`src/sv/stbe_pkg.sv`:
```
// Shared types, constants and the quarter-wave sine builder for the tone burst block.
// Used by stbe_env_div and sine_tone_burst_envelope; depends on nothing else.
`timescale 1ns / 1ps

package stbe_pkg;

    localparam int INDEX_WIDTH_DEF = 24;
    localparam int SINE_DEPTH_DEF  = 1024;

    localparam int PHASE_WIDTH    = 32;
    localparam int AMP_WIDTH      = 15;
    localparam int COUNT_WIDTH    = 24;
    localparam int SAMPLE_WIDTH   = 16;
    localparam int SINE_WIDTH     = 15;
    localparam int CFG_ADDR_WIDTH = 8;
    localparam int CFG_DATA_WIDTH = 32;

    // Envelope is unsigned Q1.16 with unity at 2^16
    localparam int ENV_FRAC_BITS = 16;
    localparam int ENV_WIDTH     = ENV_FRAC_BITS + 1;
    localparam int DIV_STEPS     = ENV_FRAC_BITS + 1;
    localparam logic [ENV_WIDTH-1:0] ENV_ONE = ENV_WIDTH'(1) << ENV_FRAC_BITS;

    // env * amplitude * sine is scaled down by 2^31
    localparam int PRODUCT_SHIFT = 31;

    localparam logic [AMP_WIDTH-1:0] AMP_RESET = AMP_WIDTH'(16384);

    localparam longint Q30_ONE     = 64'sd1073741824;
    localparam longint HALF_PI_Q30 = 64'sd1686629713;

    // Configuration register indexes
    localparam logic [CFG_ADDR_WIDTH-1:0] REG_PHASE_STEP      = CFG_ADDR_WIDTH'(0);
    localparam logic [CFG_ADDR_WIDTH-1:0] REG_MAX_AMPLITUDE   = CFG_ADDR_WIDTH'(1);
    localparam logic [CFG_ADDR_WIDTH-1:0] REG_ATTACK_SAMPLES  = CFG_ADDR_WIDTH'(2);
    localparam logic [CFG_ADDR_WIDTH-1:0] REG_RELEASE_SAMPLES = CFG_ADDR_WIDTH'(3);

    typedef struct packed {
        logic valid;
        logic unity;
    } div_ctl_t;

    typedef struct packed {
        logic                  neg;
        logic [SINE_WIDTH-1:0] mag;
    } sine_t;

    // Q30 Taylor series of sin(x) up to x^17, rounded to Q1.15 magnitude.
    // Evaluated at elaboration only.
    function automatic logic [SINE_WIDTH-1:0] quarter_sine(input longint x);
        longint x2;
        longint term;
        longint sum;
        x2   = (x * x) >>> 30;
        term = x;
        sum  = x;
        term = ((term * x2) >>> 30) / 6;
        sum  = sum - term;
        term = ((term * x2) >>> 30) / 20;
        sum  = sum + term;
        term = ((term * x2) >>> 30) / 42;
        sum  = sum - term;
        term = ((term * x2) >>> 30) / 72;
        sum  = sum + term;
        term = ((term * x2) >>> 30) / 110;
        sum  = sum - term;
        term = ((term * x2) >>> 30) / 156;
        sum  = sum + term;
        term = ((term * x2) >>> 30) / 210;
        sum  = sum - term;
        term = ((term * x2) >>> 30) / 272;
        sum  = sum + term;
        if (sum < 0)
            sum = 0;
        if (sum > Q30_ONE)
            sum = Q30_ONE;
        return SINE_WIDTH'((sum * 32767 + (Q30_ONE / 2)) >>> 30);
    endfunction

endpackage

```
`src/sv/stbe_env_div.sv`:
```
// Pipelined restoring divider for the envelope: floor(num * 2^16 / den), num <= den.
// One quotient bit per stage; carries the sine sample alongside. Depends on stbe_pkg.
`timescale 1ns / 1ps

module stbe_env_div #(
    parameter int NUM_WIDTH = stbe_pkg::INDEX_WIDTH_DEF
) (
    input  logic                             clk,
    input  logic                             rst_n,
    input  logic                             en,
    input  stbe_pkg::div_ctl_t               ctl_in,
    input  logic [NUM_WIDTH-1:0]             num,
    input  logic [NUM_WIDTH-1:0]             den,
    input  stbe_pkg::sine_t                  side_in,
    output stbe_pkg::div_ctl_t               ctl_out,
    output logic [stbe_pkg::ENV_WIDTH-1:0]   env,
    output stbe_pkg::sine_t                  side_out
);

    localparam int STEPS = stbe_pkg::DIV_STEPS;
    localparam int QW    = stbe_pkg::ENV_WIDTH;

    stbe_pkg::div_ctl_t   ctl_reg  [STEPS];
    stbe_pkg::sine_t      side_reg [STEPS];
    logic [NUM_WIDTH-1:0] rem_reg  [STEPS];
    logic [NUM_WIDTH-1:0] den_reg  [STEPS];
    logic [QW-1:0]        q_reg    [STEPS];

    for (genvar k = 0; k < STEPS; k++)
    begin : g_step
        stbe_pkg::div_ctl_t   ctl_k;
        stbe_pkg::sine_t      side_k;
        logic [NUM_WIDTH-1:0] den_k;
        logic [QW-1:0]        q_k;
        logic [NUM_WIDTH:0]   trial;
        logic                 ge;

        if (k == 0)
        begin : g_first
            // Top quotient bit: set only when num equals den
            assign ctl_k  = ctl_in;
            assign side_k = side_in;
            assign den_k  = den;
            assign q_k    = '0;
            assign trial  = {1'b0, num};
        end
        else
        begin : g_next
            assign ctl_k  = ctl_reg[k-1];
            assign side_k = side_reg[k-1];
            assign den_k  = den_reg[k-1];
            assign q_k    = q_reg[k-1];
            assign trial  = {rem_reg[k-1], 1'b0};
        end

        assign ge = (trial >= {1'b0, den_k});

        always_ff @(posedge clk or negedge rst_n)
        begin
            if (!rst_n)
            begin
                ctl_reg[k] <= '0;
            end
            else if (en)
            begin
                ctl_reg[k] <= ctl_k;
            end
        end

        always_ff @(posedge clk)
        begin
            if (en)
            begin
                side_reg[k] <= side_k;
                den_reg[k]  <= den_k;
                q_reg[k]    <= {q_k[QW-2:0], ge};
                rem_reg[k]  <= ge ? NUM_WIDTH'(trial - {1'b0, den_k}) : NUM_WIDTH'(trial);
            end
        end
    end

    assign ctl_out  = ctl_reg[STEPS-1];
    assign side_out = side_reg[STEPS-1];
    assign env      = ctl_reg[STEPS-1].unity ? stbe_pkg::ENV_ONE : q_reg[STEPS-1];

endmodule

```
`config.mk`:
```
export PLATFORM = sky130hd
export DESIGN_NAME = stbe_env_div
export DESIGN_NICKNAME = d
export VERILOG_FILES = /design/src/sv/stbe_pkg.sv /design/src/sv/stbe_env_div.sv
export SDC_FILE = /design/constraint.sdc
export NUM_CORES = 2
export LEC_CHECK = 0
export ABC_AREA = 1
export BUFFER_PORTS_ARGS = -buffer_cell sky130_fd_sc_hd__clkbuf_2
export CAP_MARGIN = 10
export CELL_PAD_IN_SITES_DETAIL_PLACEMENT = 2
export CELL_PAD_IN_SITES_GLOBAL_PLACEMENT = 2
export CORE_MARGIN = 4
export CORE_UTILIZATION = 43
export DETAILED_ROUTE_END_ITERATION = 10
export PLACE_DENSITY_LB_ADDON = 0.1
export SYNTH_ARGS = -nofsm -noshare
export SYNTH_HDL_FRONTEND = slang
export SYNTH_SLANG_ARGS = --single-unit
```
`constraint.sdc`:
```
create_clock -name clk -period 5.3 [get_ports clk]
set_input_delay 0.53 -clock clk [delete_from_list [all_inputs] [get_ports clk]]
set_output_delay 0.53 -clock clk [all_outputs]
set_load 0.02 [all_outputs]
```
---- Yosys cells after proc, flatten, opt, wreduce, memory -nomap -nowiden ----
Memory sizes are Yosys's and may differ from the RTL's.
Cells that the tools add are included.
storage, ports and cells
  bits in registers ....................... 34
  bits in latches ......................... 0
  memory bits (writable) .................. 1377
  memory bits (read-only) ................. 0
  bits of input ports ..................... 69
  output and inout port bits .............. 35
  word-level logic and storage cells ...... 92
  memories ................................ 4
memories
  memory    depth  width  rd ports  clocked after memory_dff  wr ports  line                text
  den_reg   17     24     16        0                         17        stbe_env_div.sv:26  logic [NUM_WIDTH-1:0] den_reg [STEPS];
  rem_reg   17     24     16        0                         17        stbe_env_div.sv:25  logic [NUM_WIDTH-1:0] rem_reg [STEPS];
  q_reg     17     17     17        0                         17        stbe_env_div.sv:27  logic [QW-1:0] q_reg [STEPS];
  side_reg  17     16     17        0                         17        stbe_env_div.sv:24  stbe_pkg::sine_t side_reg [STEPS];
operators by class
  add/subtract/negate cells ............... 17
  multiply operators ...................... 0
  divide/modulo/power cells ............... 0
  order comparisons ....................... 17
  equality and inequality tests ........... 0
  shifts and indexed selects .............. 0
  mux-type cells .......................... 20
  bitwise operators ....................... 0
  reduce and logical (&&, ||, !) cells .... 0
operators with widths
  operator                                          number
  24-bit two-way mux                                17
  24-bit subtractor                                 17
  25-bit by 24-bit >= comparator with 1-bit output  16
  24-bit >= comparator                              1
  17-bit two-way mux                                1
  1-bit two-way mux                                 2

---- Depth between registers and ports, before layout ----
An unclocked memory read counts as a cell.
  word-level depth ........................ 3
  gate-level depth with buffers ........... 14
  gate-level depth less buffers ........... 14

---- Least setup slack after synthesis ----
OpenSTA, ideal clock, no wires.
  path kind ............................... in2reg
  start point ............................. input port num[0]
  end point ............................... memory rem_reg[0][19] in the netlist's numbering, data pin
  setup time .............................. 0.253 ns
  arrival time ............................ 2.002 ns
  required time ........................... 5.047 ns
  slack ................................... 3.045 ns
  stages on the path ...................... 12
  buffers on the path ..................... 1
  cells stage by stage .................... inv_1 -> ha_1 -> fa_1 -> inv_1 -> nand2_1 -> nand2_1 -> nand3_1 -> nand2_1 -> nand2_2 -> buf_1 -> nand4_1 -> nand2_1
RTL lines
  item             line                text
  start, declared  stbe_env_div.sv:12  input logic [NUM_WIDTH-1:0] num,
  end, declared    stbe_env_div.sv:25

==> run metrics <==
largest net degree at the start of global routing=146; dpl hpwl=250 mm; Post-synth ARST share=roughly 2.8%; outcome=finished, final reports clean; Nets=about 9800; DRC viols=0; Synth warnings=0; top cell type's share of synthesized area=just under 50%; simple-gate share of the synthesized area=28.7%; Synth Area per Inst=between 8 and 9 um2; area leader, netlist=edfxtp_1; placement-stage worst setup slack=1.57 ns; Max Cap Violations=0; Rel. slew slack=around 13%; crit share post-route=75.8%; sequential share of the synthesized area=between 40 and 50%; PwrDens=607 mW/mm2; CTS Sinks=approximately 1200; CP startpoint=rem_reg[0][138]$_DFFE_PP_; Final Max Tran Viols=0; mux contribution to synthesized area=0.0302%; number of global-route vias before repair=74400; Adder-Cell Fraction of Synth Area=7.27%; final design instance area without fill=slightly above 0.08 mm2; Min Clock Period, post-route=4.02 ns; Num CTS Buffers=148; vias after detailed routing=66500; Final Skew=0.0417 ns; Synth Area in XOR/XNOR=2.00%; Clk Latency, worst-skew pair=0.84 ns; Yosys cell types=42; CTS tree=done; min-delay worst type=in2reg; WL final=337 mm; final core occ=48.0%; Layout area overhead=10.9%; Critical Path Start Type=flip-flop; Core Box Area=0.172 mm2; Syn Nets=9620; Critical Path End Type=flip-flop; port buffer count=103; vias per cell=approximately 5.7; Chip Height=424 um; EDFF count, synth=1193; Final Wtd Congestion=0.902; crit path kind=reg2reg; setup ws final=~1.3 ns; WL per Instance=28.6 um; post-CTS setup buffers=0; # rows=152; hold slack=about 0.067 ns; Placement Cell Area=around 0.077 mm2; Inst Count DP=11400; final cell count without fillers=between 10000 and 15000; Arr. time, crit path=4.66 ns; synth top area cells=edfxtp_1, nand2_1, inv_1; Die Area=around 0.18 mm2; leakage=41.5 nW; achievable frequency=249 MHz; clock-pin transition on the worst setup and hold timing paths=about 0.070 ns; worst r2r src=rem_reg[0][138]$_DFFE_PP_; VDD IR max=0.000387 V; crit path max fanout=25; Fin Setup TNS=0 ns; hold_sp=num[18]; I/O Pins=104; H-tree Lvls=4; clock buffer depth=3; Post-Syn Area=0.0745 mm2; post-route ant nets=0; gr ovfl total=0; Cells after Synth=9128; Main synth FF type=edfxtp_1; CTS Root Cell=clkbuf_16; global-route wire length before repair=494 mm; Worst EP required=5.94 ns; Hold Vio Cnt, Final=0; main combinational cell family by area after synthesis=simple AND/OR/NAND/NOR gates; initial drt markers=4667; RSZ-0062 raised after global routing=no; layout cells sized above 1=under 10%; post-synthesis register bit count=1227; Tot Pwr=50.1 mW; Pre-antenna DRT Iters=6; Initial Util=43.3%; final setup vio count=0; post-cts resize count=0; measured slew at the worst slew-check pin=roughly 1.3 ns; Compound-Gate Fraction of Synth Area=slightly below 2%; Tot GR Track Use=36.9%; initial antenna violation count=12; die width=about 420 um
routing by layer:
metal | global-route usage (%) | part of all wire, % | vias up
met5 | 0 | 0.0098 | -
met4 | 26.7 | 8.8 | 4
met3 | 5.66 | 4.6 | 1193
met2 | 66.0 | 50 | 2478
met1 | 39.4 | 36 | 33400
li1 | - | - | 29400
cell usage after synthesis (all sizes together), types with 15 or more instances:
cell       n
edfxtp  1193
dfrtp     34
a21oi    197
ha       407
o21a      16
nor2     514
fa        16
clkbuf    19
nor3      37
nor3b     15
buf      118
nand3    433
xor2     154
xnor2     16
o21ai     32
nand2   3488
and2      25
nand4    471
inv     1905
nand3b    22
critical path, stage by stage (launching register included):
cell and delay [ns]:
edfxtp_1 0.52, ha_1 0.54, nand2_1 0.27, nor2_2 0.24, nand4_1 0.15, nor2_1 0.27, nand3_2 0.65, nand3_4 0.73
nand2_1 0.18, nand2_1 0.24
repair_timing:
| item | CTS | global route |
|---|---|---|
| endpoints found under the setup margin | 0 | 0 |
| hold endpoints to repair | 74 | 1 |
| hold buffers | 41 | 1 |
cell usage in the layout (no fill, tap or decap), types with 26 or more instances in the layout:
master,count
dlygate4sd3_1,42
clkbuf_2,102
a21oi_1,182
inv_1,1868
inv_2,37
nand2_1,3483
ha_1,407
clkbuf_1,28
nor2_1,486
clkinv_1,29
xor2_1,154
edfxtp_1,1193
nand3_1,375
clkbuf_16,152
nand3_2,47
dfrtp_1,34
buf_4,29
nand4_1,470
nor2_2,27
nor3_1,26
logic make-up (layout without fill, tap and decap cells):
kind of cell               Yosys count  after routing
buffers and inverters             2042           2357
other                                0             10
DFF                               1227           1227
AOI/OAI and AO/OA                  248            248
and+or+nand+nor                   5016           5016
muxes                                2              2
xor gates and xnor gates           170            170
adders and majority gates          423            423
cell type report:
| cell class | count | area [um2] |
|---|---|---|
| clock inverter | 85 | 764 |
| antenna | 10 | 25.0 |
| inverter | 1905 | 7150 |
| tap | 2310 | 2890 |
| timing repair buffer | 182 | 1330 |
| multi-input combinational | 5859 | 29800 |
| sequential | 1227 | 36700 |
| clock buffer | 185 | 3980 |
| fill | 19400 | 89300 |
where the power goes:
part / internal, mW / total, mW / switching (mW) / leakage, nW
combinational: 6.42 / 23.9 / 17.5 / 27.1
sequential: 13.5 / 15.8 / 2.21 / 12.1
clock: 5.72 / 10.5 / 4.75 / 2.30
total: 25.7 / 50.1 / 24.5 / 41.5
path summary, 6_finish.rpt:
path | to | slack [ns] | depth (start not counted)
max reg2reg | rem_reg[0][167]$_DFFE_PP_ | 1.28 | 9
max in group asynchronous | ctl_reg[33]$_DFFE_PN0P_ | 4.30 | 2
min in group asynchronous | ctl_out[1]$_DFFE_PN0P_ | 0.38 | 2
min reg2reg | q_reg[1][107]$_DFFE_PP_ | 0.41 | 0
min | rem_reg[0][18]$_DFFE_PP_ | 0.07 | 3
max | rem_reg[0][167]$_DFFE_PP_ | 1.28 | 9
Note: power is estimated with default switching activity, not from simulation.
